--- config.mk ---
export PLATFORM = sky130hd
export DESIGN_NAME = extended_gcd_bezout_top
export DESIGN_NICKNAME = d
export VERILOG_FILES = /design/src/design/egb_pkg.sv /design/src/design/egb_div_unit.sv /design/src/design/extended_gcd_bezout_top.sv
export VERILOG_INCLUDE_DIRS = /design/src /design/src/design
export SDC_FILE = /design/constraint.sdc
export NUM_CORES = 1
export LEC_CHECK = 0
export ABC_CLOCK_PERIOD_IN_PS = 16700
export BUFFER_PORTS_ARGS = -buffer_cell sky130_fd_sc_hd__buf_2
export CAP_MARGIN = 20
export CORE_MARGIN = 4
export CORE_UTILIZATION = 35
export DETAILED_ROUTE_END_ITERATION = 12
export PLACE_DENSITY_LB_ADDON = 0.05
export SYNTH_ARGS = -nofsm -noshare
export SYNTH_HDL_FRONTEND = slang
export SYNTH_SLANG_ARGS = --single-unit
--- constraint.sdc ---
create_clock -name clk -period 16.7 [get_ports clk]
set_input_delay 1.67 -clock clk [delete_from_list [all_inputs] [get_ports clk]]
set_output_delay 1.67 -clock clk [all_outputs]
set_load 0.1 [all_outputs]
--- src/design/assert_macros.svh ---
// assertion macros shared by the design files
// no dependencies; define ASSERT_OFF to compile them out
`ifndef ASSERT_MACROS_SVH
`define ASSERT_MACROS_SVH

`ifndef ASSERT_OFF

// property must hold at every rising edge outside reset
`define ASSERT_CLK(lbl, clk, rst_n, prop) \
	lbl: assert property (@(posedge clk) disable iff (!rst_n) (prop)) \
		else $error("%m: assertion failed");

// expression must never be true outside reset
`define ASSERT_NEVER(lbl, clk, rst_n, expr) \
	lbl: assert property (@(posedge clk) disable iff (!rst_n) !(expr)) \
		else $error("%m: forbidden condition seen");

`else

`define ASSERT_CLK(lbl, clk, rst_n, prop)
`define ASSERT_NEVER(lbl, clk, rst_n, expr)

`endif

`endif

--- src/design/egb_pkg.sv ---
// types shared by the extended gcd block
// no dependencies
package egb_pkg;

	typedef enum logic [1:0] {
		ST_IDLE,
		ST_CHECK,
		ST_DIV
	} egb_state_t;

endpackage

--- src/design/egb_div_unit.sv ---
// bit-serial restoring divider with horner-style quotient products
// one quotient bit per cycle; depends on assert_macros.svh
`include "assert_macros.svh"

module egb_div_unit #(
	parameter int DATA_WIDTH = 32
) (
	input  logic                  clk,
	input  logic                  arst_n,
	input  logic                  start,
	input  logic [DATA_WIDTH-1:0] dividend,
	input  logic [DATA_WIDTH-1:0] divisor,
	input  logic [DATA_WIDTH-1:0] mul_x,
	input  logic [DATA_WIDTH-1:0] mul_y,
	output logic                  busy,
	output logic                  done,
	output logic [DATA_WIDTH-1:0] remainder,
	output logic [DATA_WIDTH-1:0] prod_x,
	output logic [DATA_WIDTH-1:0] prod_y
);
	localparam int CNT_W = $clog2(DATA_WIDTH + 1);

	logic                  busy_q;
	logic                  done_q;
	logic [CNT_W-1:0]      cnt_q;
	logic [DATA_WIDTH-1:0] rem_q;
	logic [DATA_WIDTH-1:0] dvd_q;
	logic [DATA_WIDTH-1:0] dvs_q;
	logic [DATA_WIDTH-1:0] mx_q;
	logic [DATA_WIDTH-1:0] my_q;
	logic [DATA_WIDTH-1:0] px_q;
	logic [DATA_WIDTH-1:0] py_q;

	logic [DATA_WIDTH-1:0] shifted;
	logic [DATA_WIDTH:0]   diff;
	logic                  qbit;

	// partial remainder stays below the divisor, so it fits in DATA_WIDTH-1 bits
	assign shifted = {rem_q[DATA_WIDTH-2:0], dvd_q[DATA_WIDTH-1]};
	assign diff    = {1'b0, shifted} - {1'b0, dvs_q};
	assign qbit    = ~diff[DATA_WIDTH];

	always_ff @(posedge clk or negedge arst_n) begin
		if (!arst_n) begin
			busy_q <= 1'b0;
			done_q <= 1'b0;
			cnt_q  <= '0;
		end else begin
			done_q <= 1'b0;
			if (start) begin
				busy_q <= 1'b1;
				cnt_q  <= CNT_W'(DATA_WIDTH);
			end else if (busy_q) begin
				cnt_q <= cnt_q - 1'b1;
				if (cnt_q == CNT_W'(1)) begin
					busy_q <= 1'b0;
					done_q <= 1'b1;
				end
			end
		end
	end

	always_ff @(posedge clk) begin
		if (start) begin
			rem_q <= '0;
			dvd_q <= dividend;
			dvs_q <= divisor;
			mx_q  <= mul_x;
			my_q  <= mul_y;
			px_q  <= '0;
			py_q  <= '0;
		end else if (busy_q) begin
			rem_q <= qbit ? diff[DATA_WIDTH-1:0] : shifted;
			dvd_q <= {dvd_q[DATA_WIDTH-2:0], qbit};
			// quotient bits arrive msb first: p = 2p + bit*m, all modulo 2^w
			px_q  <= {px_q[DATA_WIDTH-2:0], 1'b0} + (qbit ? mx_q : '0);
			py_q  <= {py_q[DATA_WIDTH-2:0], 1'b0} + (qbit ? my_q : '0);
		end
	end

	assign busy      = busy_q;
	assign done      = done_q;
	assign remainder = rem_q;
	assign prod_x    = px_q;
	assign prod_y    = py_q;

	`ASSERT_NEVER(a_start_while_busy, clk, arst_n, start && busy_q)
	`ASSERT_CLK(a_last_bit_done, clk, arst_n,
		(busy_q && !start && cnt_q == CNT_W'(1)) |=> (done_q && !busy_q))
	`ASSERT_CLK(a_rem_below_divisor, clk, arst_n, done_q |-> (rem_q < dvs_q))

endmodule

--- src/design/extended_gcd_bezout_top.sv ---
// extended gcd with bezout coefficients, one item at a time; uses egb_pkg and egb_div_unit.
// each euclid step is one pass of the bit-serial divider, started from ST_CHECK and ended in ST_DIV;
// an item is accepted only in ST_IDLE, so the next item starts after the last one is finished,
// plus any wait for m_axis_tready on the last result.
// a finished result waits in the output register while the next item runs.
// reset clears the sequencer and the output valid flag only.
`include "assert_macros.svh"

module extended_gcd_bezout_top #(
	parameter int DATA_WIDTH = 32
) (
	input  logic                                clk,
	input  logic                                arst_n,
	input  logic                                s_axis_tvalid,
	output logic                                s_axis_tready,
	// first_value, second_value
	input  logic [((2*DATA_WIDTH+7)/8)*8-1:0]   s_axis_tdata,
	output logic                                m_axis_tvalid,
	input  logic                                m_axis_tready,
	// common_divisor, coeff_first, coeff_second
	output logic [((3*DATA_WIDTH+7)/8)*8-1:0]   m_axis_tdata
);
	import egb_pkg::*;

	localparam int W      = DATA_WIDTH;
	localparam int OUT_TW = ((3*DATA_WIDTH+7)/8)*8;

	egb_state_t state_q, state_d;

	logic [W-1:0] a_q, b_q, x0_q, x1_q, y0_q, y1_q;
	logic [W-1:0] g_q, cx_q, cy_q;
	logic         out_valid_q;

	logic         accept;
	logic         div_start, div_busy, div_done;
	logic         load_out, do_update;
	logic [W-1:0] rem, px, py;
	logic [W-1:0] ua, ub;
	logic         a_neg, b_neg, fix;
	logic [W-1:0] r_new, px_c, py_c, x_new, y_new;

	assign a_neg = a_q[W-1];
	assign b_neg = b_q[W-1];
	assign ua    = a_neg ? -a_q : a_q;
	assign ub    = b_neg ? -b_q : b_q;

	egb_div_unit #(
		.DATA_WIDTH(W)
	) u_div (
		.clk      (clk),
		.arst_n   (arst_n),
		.start    (div_start),
		.dividend (ua),
		.divisor  (ub),
		.mul_x    (x1_q),
		.mul_y    (y1_q),
		.busy     (div_busy),
		.done     (div_done),
		.remainder(rem),
		.prod_x   (px),
		.prod_y   (py)
	);

	// euclidean correction: negative dividend with a remainder bumps q by one
	assign fix   = a_neg && (rem != '0);
	assign r_new = fix ? ub - rem : rem;
	assign px_c  = fix ? px + x1_q : px;
	assign py_c  = fix ? py + y1_q : py;
	// opposite signs negate q, turning x0 - q*x1 into x0 + |q|*x1
	assign x_new = (a_neg ^ b_neg) ? x0_q + px_c : x0_q - px_c;
	assign y_new = (a_neg ^ b_neg) ? y0_q + py_c : y0_q - py_c;

	assign accept = s_axis_tvalid && s_axis_tready;

	always_comb begin
		state_d       = state_q;
		s_axis_tready = 1'b0;
		div_start     = 1'b0;
		load_out      = 1'b0;
		do_update     = 1'b0;
		case (state_q)
			ST_IDLE: begin
				s_axis_tready = 1'b1;
				if (s_axis_tvalid) begin
					state_d = ST_CHECK;
				end
			end
			ST_CHECK: begin
				if (b_q == '0) begin
					// hold here until the output register is free
					if (!out_valid_q || m_axis_tready) begin
						load_out = 1'b1;
						state_d  = ST_IDLE;
					end
				end else begin
					div_start = 1'b1;
					state_d   = ST_DIV;
				end
			end
			ST_DIV: begin
				if (div_done) begin
					do_update = 1'b1;
					state_d   = ST_CHECK;
				end
			end
			default: begin
				state_d = ST_IDLE;
			end
		endcase
	end

	always_ff @(posedge clk or negedge arst_n) begin
		if (!arst_n) begin
			state_q     <= ST_IDLE;
			out_valid_q <= 1'b0;
		end else begin
			state_q <= state_d;
			if (load_out) begin
				out_valid_q <= 1'b1;
			end else if (m_axis_tready) begin
				out_valid_q <= 1'b0;
			end
		end
	end

	always_ff @(posedge clk) begin
		if (accept) begin
			a_q  <= s_axis_tdata[W-1:0];
			b_q  <= s_axis_tdata[2*W-1:W];
			x0_q <= W'(1);
			x1_q <= '0;
			y0_q <= '0;
			y1_q <= W'(1);
		end else if (do_update) begin
			a_q  <= b_q;
			b_q  <= r_new;
			x0_q <= x1_q;
			x1_q <= x_new;
			y0_q <= y1_q;
			y1_q <= y_new;
		end
		if (load_out) begin
			g_q  <= a_q;
			cx_q <= x0_q;
			cy_q <= y0_q;
		end
	end

	assign m_axis_tvalid = out_valid_q;
	assign m_axis_tdata  = OUT_TW'({cy_q, cx_q, g_q});

	`ASSERT_CLK(a_done_only_in_div, clk, arst_n, div_done |-> (state_q == ST_DIV))
	`ASSERT_CLK(a_div_runs_in_div, clk, arst_n, div_busy |-> (state_q == ST_DIV))
	`ASSERT_CLK(a_no_overwrite, clk, arst_n,
		(m_axis_tvalid && !m_axis_tready) |=> $stable(m_axis_tdata))

endmodule
# [Word-level counts from Yosys, hierarchy flattened]
# Cells that the tools add are included.
[totals] input_bits=68 register_bits=523 out_inout_bits=98 wordCells=92
[classes] eq_ne=6 bitwise_logic=2 n_reduce_logical=11 addsub=13 n_mux=39
[ops] cell="$mux 32" count=16
[ops] cell="$add 32x32->32" count=6
[ops] cell="$sub 32x32->32" count=3
[ops] cell="$neg 32->32" count=2
[ops] cell="$sub 32x32->33" count=1
[ops] cell="$logic_not 32->1" count=1
[ops] cell="$reduce_bool 32->1" count=1
[ops] cell="$mux 1" count=16
[ops] cell="$mux 6" count=2
[ops] cell="$mux 2" count=4
[ops] cell="$eq 6x1->1 const B" count=1
[ops] cell="$pmux 2 s3" count=1
[ops] cell="$reduce_bool 2->1" count=3
[ops] cell="$sub 6x1->6 const B" count=1
[ops] cell="$ne 3x3->1 const B" count=1
[ops] cell="$reduce_and 3->1" count=1
[ops] cell="$eq 2x1->1 const B" count=1
[ops] cell="$eq 2x2->1 const B" count=1
[ops] cell="$logic_and 1x1->1" count=2
[ops] cell="$logic_not 2->1" count=1
[ops] cell="$ne 2x1->1 const B" count=1
[ops] cell="$ne 2x2->1 const B" count=1
[ops] cell="$logic_not 1->1" count=1
[ops] cell="$logic_or 1x1->1" count=1
[ops] cell="other kinds (2)" count=2

# [Longest topological paths before layout]
# Gate-level depths: netlist of run 1.
[depth] word_depth=6 depth_mapped=34 mapped_depth_nobuf=29

# [By module]
# From an unflattened synthesis of run 1, not the netlist that was laid out.
[hier_totals] hier_cells=3807 area_unflattened_um2=34774.6
[modules_own_cells] module="extended_gcd_bezout_top" area_each_um2=21440.6 seq_area_each_um2=7442.1 cells_per_inst=2462 instances=1
[modules_own_cells] module="egb_div_unit" area_each_um2=13334.0 seq_area_each_um2=5965.7 cells_per_inst=1345 instances=1

# [Least setup slack after synthesis of run 1]
# Ideal clock, no wire load.
[synth_timing] kind="register to register" from="register b_q[11]" to="register cx_q[0] (enable)" t_required_ns=16.031 path_stages_with_launch=7 setup_ns=0.669 synth_period_minus_slack_ns=9.565 path_buffers=0 path_slack_ns=7.135 arrival_time_ns=8.896 path_cell_list="edfxtp_1 -> or4_1 -> or4_1 -> or3_1 -> nand2b_1 -> or3_1 -> nor3_1"
[synth_between] elab_chain_cells=3
[synth_rtl] item="start, declared" line="extended_gcd_bezout_top.sv:30" rtl="logic [W-1:0] a_q, b_q, x0_q, x1_q, y0_q, y1_q;"
[synth_rtl] item="start signal, assigned" line="extended_gcd_bezout_top.sv:129" rtl="b_q <= s_axis_tdata[2*W-1:W];"
[synth_rtl] item="start signal, assigned" line="extended_gcd_bezout_top.sv:136" rtl="b_q <= r_new;"
[synth_rtl] item="$logic_not 32->1" line="extended_gcd_bezout_top.sv:89" rtl="if (b_q == '0) begin"
[synth_rtl] item="$mux 1" line="extended_gcd_bezout_top.sv:89"
[synth_rtl] item="$mux 1" line="extended_gcd_bezout_top.sv:81" rtl="case (state_q)"
[synth_rtl] item="named net load_out" line="extended_gcd_bezout_top.sv:36" rtl="logic load_out, do_update;"
[synth_rtl] item="end signal, assigned" line="extended_gcd_bezout_top.sv:144" rtl="cx_q <= x0_q;"
[synth_rtl] item="end, declared" line="extended_gcd_bezout_top.sv:31" rtl="logic [W-1:0] g_q, cx_q, cy_q;"
# The timed path passes the listed nets, and every way through them passes these cells.
# A chain may end at the register's enable or synchronous reset.

# [Worst setup path in the final report of run 1]
[layout_timing] from="register u_div.dvs_q[0]" to="register u_div.py_q[31] (netlist: u_div.prod_y[31])"
[layout_between] elab_chain_cells=3
[layout_rtl] item="start, declared" line="egb_div_unit.sv:28" rtl="logic [DATA_WIDTH-1:0] dvs_q;"
[layout_rtl] item="start signal, assigned" line="egb_div_unit.sv:67" rtl="dvs_q <= divisor;"
[layout_rtl] item="$sub 32x32->33" line="egb_div_unit.sv:40" rtl="assign diff = {1'b0, shifted} - {1'b0, dvs_q};"
[layout_rtl] item="$mux 32" line="egb_div_unit.sv:77" rtl="py_q <= {py_q[DATA_WIDTH-2:0], 1'b0} + (qbit ? my_q : '0);"
[layout_rtl] item="$add 32x32->32" line="egb_div_unit.sv:77"
[layout_rtl] item="end signal, assigned" line="egb_div_unit.sv:77"
[layout_rtl] item="end, declared" line="egb_div_unit.sv:32" rtl="logic [DATA_WIDTH-1:0] py_q;"
# No other way between the ends.

==> results.ini, run 1 <==
[run_status]
status=complete, no violations

[detailed_routing]
drt_wl_total_mm=99.41
ant_nets=0
viasPerCell=5.243
vias=26560
post_drt_wl_per_cell_um=19.62
drtPass1Iterations=5
drt-initial-drc-count=1568
drc=0

[sta]
fin_skew_ps=21.19
post-route-period-util_pct=47.95
hold_ws_ps=451.3
final-hold-violation-count=0
rsz0062_at_grt=false
slew-limit-headroom_pct=31.54
worstMarginPinSlew_ps=1027
period_minus_slack_ps=8008
fin_tns_setup_ps=0
max_freq_ghz=0.1249
final_max_slew_viol_count=0
setup_viol=0

[critical_path]
cpMaxStageDelayCell=a311o_2
cp_common_cell=a21oi_1
start_kind=register
crit_path_end_kind=register
critical-path-top-delay-family=compound AO/OA/AOI/OAI gates
worstPathArrival_ps=8500
cp_num_buf_inv=2
critPathMaxFanout=63
crit_type=reg -> reg
cp.required_ps=17190
critical_path.max_stage_delay_ps=630

[cts]
cts_made_buffers=68
h-tree-depth=3
cts_num_sinks=523
max-clock-path-buffers=3
hold_buffers=0
clkLatencyLatePin_ps=650
cts_resized=0
clock_tree.root_cell=clkbuf_16
cts_tree=built
clk_pin_slew_ps=60
cts_setup_buffers=0

[global_route]
gr-usage-met2_pct=31.09
track_usage_pct=19.33
grt_max_degree=117
antenna_found_initial=1
gr-total-overflow=0
grt_pass1_wl_mm=151.4
grt_busiest_layer=met2
grtUsageMet1_pct=27.34
grt_pass1_vias=25450
grtUsageMet3_pct=2.496

[synthesis]
ys_ff_latch=523
synth_cells=3623
synth_fp_nets=3960
synth_cell_types=91
ys_warn_count=0
ys.flop_type=edfxtp_1
yosysSeqAreaShare_pct=40.11
synth_area_um2=33430
async_reset_ff_share_pct=2.103
avgSynthCellArea_um2=9.226
synth_edf_count=288

[die]
die_h_um=317.0
initial_core_util_pct=35.23
die_area_um2=100500
die_w_um=317.0
pin_count=166
num_rows=113
core_um2=94870

[worst_hold_path]
hold_path_class=reg -> reg

[power]
powerDensity_nw_per_um2=76.25
ir_worst_vdd_uv=71.06
finalPower_mw=2.892
total_leakage_power_nw=16.28

[final_layout]
fillers=9540
mostFrequentLayoutCell=nand2_1
syn_to_final_growth_pct=13.47
drive_gt1_share_pct=9.182
fin_nets=4083
n_antenna_cell=0
layout_common_cells=442 x nand2_1, 303 x a21oi_1, 288 x edfxtp_1

[place]
post-dp-hpwl_mm=71.57
portBuffers=165
place.gp.congestion=0.8255

[job]
max_cap_viol_count=0

==> through the flow <==
stage	cell area, um^2	instances	util [%]	worst slack [ps]
finish	37930	5066	39.98	8692
global route	37930	5066	39.98	7960
CTS	37930	5066	39.98	8628
detailed placement	35590	4941	37.52	8682
global placement	35590	4941	37.52	8914
floorplan	33430	3623	-	7135
==> area by class of cell <==
cell class              count  area, um^2  share of cell area, %
flip-flops and latches    523       13410                  35.36
well taps                1265        1583                  4.173
clock inverters            36       485.5                  1.280
inverters                 130       496.7                  1.310
repair buffers            191        1021                  2.692
clock buffers              89        1852                  4.882
multi-input cells        2832       19080                  50.31
==> sequential cells by signal, summed over array words and instances, names as in the netlist, 2 cells and up <==
name             cells
a_q                 32
b_q                 32
cx_q                32
cy_q                32
g_q                 32
u_div.dvd_q         32
u_div.dvs_q         32
u_div.mx_q          32
u_div.my_q          32
u_div.prod_x        32
u_div.prod_y        32
u_div.remainder     32
x0_q                32
x1_q                32
y0_q                32
y1_q                32
u_div.cnt_q          6
state_q              2
==> cells in the mapped netlist (11+ instances only) <==
| master | count | area, um^2 |
|---|---|---|
| nor4_1 | 20 | 125.1 |
| nor2_1 | 280 | 1051 |
| buf_1 | 18 | 67.56 |
| or3_1 | 21 | 131.4 |
| or4_1 | 18 | 135.1 |
| mux2i_1 | 86 | 860.8 |
| nor3_1 | 48 | 240.2 |
| nand4_1 | 19 | 118.9 |
| o31ai_1 | 33 | 247.7 |
| o21ai_0 | 247 | 1236 |
| and3_1 | 26 | 162.7 |
| a22o_1 | 65 | 569.3 |
| o41ai_1 | 16 | 140.1 |
| nor2b_1 | 31 | 193.9 |
| a211oi_1 | 43 | 322.8 |
| ha_1 | 261 | 3266 |
| inv_1 | 128 | 480.5 |
| xnor2_1 | 225 | 1971 |
| xor2_1 | 120 | 1051 |
| clkbuf_1 | 109 | 409.1 |
| a21oi_1 | 303 | 1516 |
| a31oi_1 | 43 | 269.0 |
| o211ai_1 | 12 | 90.09 |
| dfxtp_1 | 224 | 4484 |
| o21a_1 | 32 | 240.2 |
| and2_1 | 72 | 450.4 |
| nand2_1 | 443 | 1663 |
| nand2b_1 | 37 | 231.5 |
| o21bai_1 | 27 | 202.7 |
| a21o_1 | 105 | 788.3 |
| nand3_1 | 44 | 220.2 |
| edfxtp_1 | 288 | 8648 |
| dfrtp_1 | 11 | 275.3 |
==> report_power, final <==
group                  switching (mW)  internal, mW  leakage, nW
combinational                 0.00436       0.00571         10.8
clock                           0.632         0.906         1.13
sequential     0.00000000000000000383          1.34         4.34
total                           0.637          2.26         16.3
==> metal layers <==
layer / share of wire [%] / up-vias / routed length, um
li1: - / 13400 / -
met1: 49 / 12590 / 49170
met2: 45 / 463 / 44300
met3: 3.6 / 115 / 3615
met4: 2.3 / 0 / 2314
met5: 0 / - / 0
==> path summary, 6_finish.rpt <==
| path | startpoint | to | slack (ps) | cells after the start |
|---|---|---|---|---|
| min in group asynchronous | arst_n | m_axis_tvalid$_DFFE_PN0P_ | 950 | 1 |
| hold reg to reg | b_q[0]$_DFFE_PP_ | u_div.dvs_q[0]$_DFFE_PP_ | 450 | 0 |
| hold / removal | b_q[0]$_DFFE_PP_ | u_div.dvs_q[0]$_DFFE_PP_ | 450 | 0 |
| setup reg to reg | u_div.dvs_q[0]$_DFFE_PP_ | u_div.prod_y[31]$_SDFFE_PP0P_ | 8690 | 29 |
| setup / recovery | u_div.dvs_q[0]$_DFFE_PP_ | u_div.prod_y[31]$_SDFFE_PP0P_ | 8690 | 29 |
| max in group asynchronous | arst_n | u_div.busy$_DFF_PN0_ | 15420 | 1 |
==> logic make-up after synthesis <==
kind of cell,synth area share [%]
XOR/XNOR,9.107
AO/OA/AOI/OAI,19.71
multiplexers,2.575
AND/OR/NAND/NOR,15.19
flip-flops,40.11
adder cells (fa/ha/maj),10.25
buffers and inverters,3.066
Note: power is estimated with default switching activity, not from simulation.
==> inputs of run 2 (changes only) <==
--- a/config.mk
+++ b/config.mk
@@ -6,7 +6,7 @@
 export SDC_FILE = /design/constraint.sdc
 export NUM_CORES = 1
 export LEC_CHECK = 0
-export ABC_CLOCK_PERIOD_IN_PS = 16700
+export ABC_CLOCK_PERIOD_IN_PS = 7200
 export BUFFER_PORTS_ARGS = -buffer_cell sky130_fd_sc_hd__buf_2
 export CAP_MARGIN = 20
 export CORE_MARGIN = 4
==> constraint.sdc (replaced) <==
create_clock -name clk -period 7.2 [get_ports clk]
set_input_delay 0.72 -clock clk [delete_from_list [all_inputs] [get_ports clk]]
set_output_delay 0.72 -clock clk [all_outputs]
set_load 0.1 [all_outputs]
==> results.ini, run 2 (synthesis results as in run 1) <==
[die]
core_um2=94870  ; unchanged
initial_core_util_pct=35.23  ; unchanged
die_w_um=317.0  ; unchanged
die_h_um=317.0  ; unchanged
pin_count=166  ; unchanged
die_area_um2=100500  ; unchanged
num_rows=113  ; unchanged

[global_route]
grt_pass1_vias=25880  ; +1.7%
gr-total-overflow=0  ; unchanged
grt_pass1_wl_mm=153.8  ; +1.6%
grt_max_degree=149  ; +27%
antenna_found_initial=2  ; +1
track_usage_pct=19.57  ; +0.23 points

[critical_path]
cp_num_buf_inv=2  ; unchanged
cp_common_cell=a21o_1
cp.required_ps=7750  ; -9440 ps
crit_path_end_kind=register
worstPathArrival_ps=7170  ; -1330 ps
crit_type=reg -> reg
cpMaxStageDelayCell=or4b_4
critical_path.max_stage_delay_ps=530  ; -100 ps
critical-path-top-delay-family=compound AO/OA/AOI/OAI gates
critPathMaxFanout=7  ; -89%
start_kind=register

[detailed_routing]
viasPerCell=5.232  ; -0.22%
drt_wl_total_mm=100.2  ; +0.82%
vias=26610  ; +0.20%
drt-initial-drc-count=1558  ; -0.64%
topRoutingLayerUsed=met4
met2_length_mm=47.35  ; +6.9%
wl_met3_mm=3.672  ; +1.6%
drtPass1Iterations=7  ; +2
wl_met1_mm=47.37  ; -3.7%
ant_nets=0  ; unchanged
post_drt_wl_per_cell_um=19.70  ; +0.41%
drc=0  ; unchanged

[cts]
max-clock-path-buffers=3  ; unchanged
clkLatencyLatePin_ps=640  ; about the same
cts_tree=built
cts_num_sinks=523  ; unchanged
clk_pin_slew_ps=60  ; about the same
cts_made_buffers=67  ; -1.5%
h-tree-depth=3  ; unchanged
clock_tree.root_cell=clkbuf_16

[sta]
slew-limit-headroom_pct=27.46  ; -4.1 points
fin_tns_setup_ps=0  ; unchanged
period_minus_slack_ps=6612  ; -1397 ps
rsz0062_at_grt=false
final-hold-violation-count=0  ; unchanged
hold_ws_ps=344.5  ; -106.7 ps
worstMarginPinSlew_ps=1088  ; +61.29 ps
final_max_slew_viol_count=0  ; unchanged
fin_skew_ps=33.45  ; +12.25 ps
max_freq_ghz=0.1512  ; +21%
post-route-period-util_pct=91.83  ; +44 points
setup_viol=0  ; unchanged

[place]
place.gp.congestion=0.8121  ; -1.6%
post-dp-hpwl_mm=72.86  ; +1.8%
portBuffers=165  ; unchanged
placed_area_um2=35760  ; +0.46%
dp_cells=4962  ; +0.43%

[power]
ir_worst_vdd_uv=126.9  ; +79%
powerDensity_nw_per_um2=174.8  ; +130%
total_leakage_power_nw=16.35  ; +0.41%

[final_layout]
drive_gt1_share_pct=9.581  ; +0.40 points
mostFrequentLayoutCell=nand2_1
layout_common_cells=442 x nand2_1, 302 x a21oi_1, 288 x edfxtp_1
fin_nets=4104  ; +0.51%
syn_to_final_growth_pct=13.77
stdcell_count=5087  ; +0.41%
design_area_um2=38030  ; +0.26%

[worst_hold_path]
hold_path_class=in -> reg

[job]
max_cap_viol_count=0  ; unchanged

[run_status]
status=complete, no violations

[run 2: worst paths after layout]
kind	startpoint	endpoint	slack [ps]	cells past startpoint
max in group asynchronous	arst_n	u_div.busy$_DFF_PN0_	6350	2
min in group asynchronous	arst_n	m_axis_tvalid$_DFFE_PN0P_	530	2
worst max-delay path	u_div.dvd_q[31]$_DFFE_PP_	u_div.prod_x[28]$_SDFFE_PP0P_	590	28
worst min register to register	b_q[0]$_DFFE_PP_	u_div.dvs_q[0]$_DFFE_PP_	460	0
worst max register to register	u_div.dvd_q[31]$_DFFE_PP_	u_div.prod_x[28]$_SDFFE_PP0P_	590	28
worst min-delay path	s_axis_tdata[2]	a_q[2]$_DFFE_PP_	340	3
[run 2: metal layers]
layer / global-route usage [%] / vias up
li1: - / 13430
met4: 4.713 / 0
met5: 0 / -
met3: 2.398 / 109
met1: 26.43 / 12680
met2: 33.41 / 405
[run 2: through the flow]
step | worst slack (ps) | total power, mW | util (%)
after floorplan | 565.1 | 3.182 | -
after global placement | 648.0 | 3.206 | 37.69
after detailed placement | 501.4 | 3.206 | 37.69
after CTS | 465.1 | 6.769 | 40.08
after global routing | 5.488 | 6.884 | 40.08
final | 588.3 | 6.647 | 40.09
[run 2: worst reg2reg max path, delay by kind of cell, from the launching register on]
kind                     cells  cell delay, ps
AND/OR/NAND/NOR              6            1250
adder cells (fa/ha/maj)      3             650
flip-flops                   1             390
buffers and inverters        2             120
AO/OA/AOI/OAI               17            4150
[run 2: timing repair]
action,CTS,global route
hold buffers,1,0
hold endpoints to repair,11,0
resized for setup,0,1
setup endpoints to repair,0,5
setup buffers,0,0
[run 2: cell type report]
class	count	area, um^2
flip-flops and latches	523	13410
repair buffers	213	1189
clock buffers	88	1807
diodes	2	5.005
well taps	1265	1583
fillers	9688	56840
clock inverters	34	447.9
inverters	130	496.7
multi-input cells	2832	19090
[run 2: power breakdown]
part           leakage, nW          switching (mW)  internal (mW)
registers             4.34  0.00000000000000000912           3.12
clock network         1.09                    1.42           2.08
logic                 10.9                  0.0111         0.0136
total                 16.3                    1.43           5.21
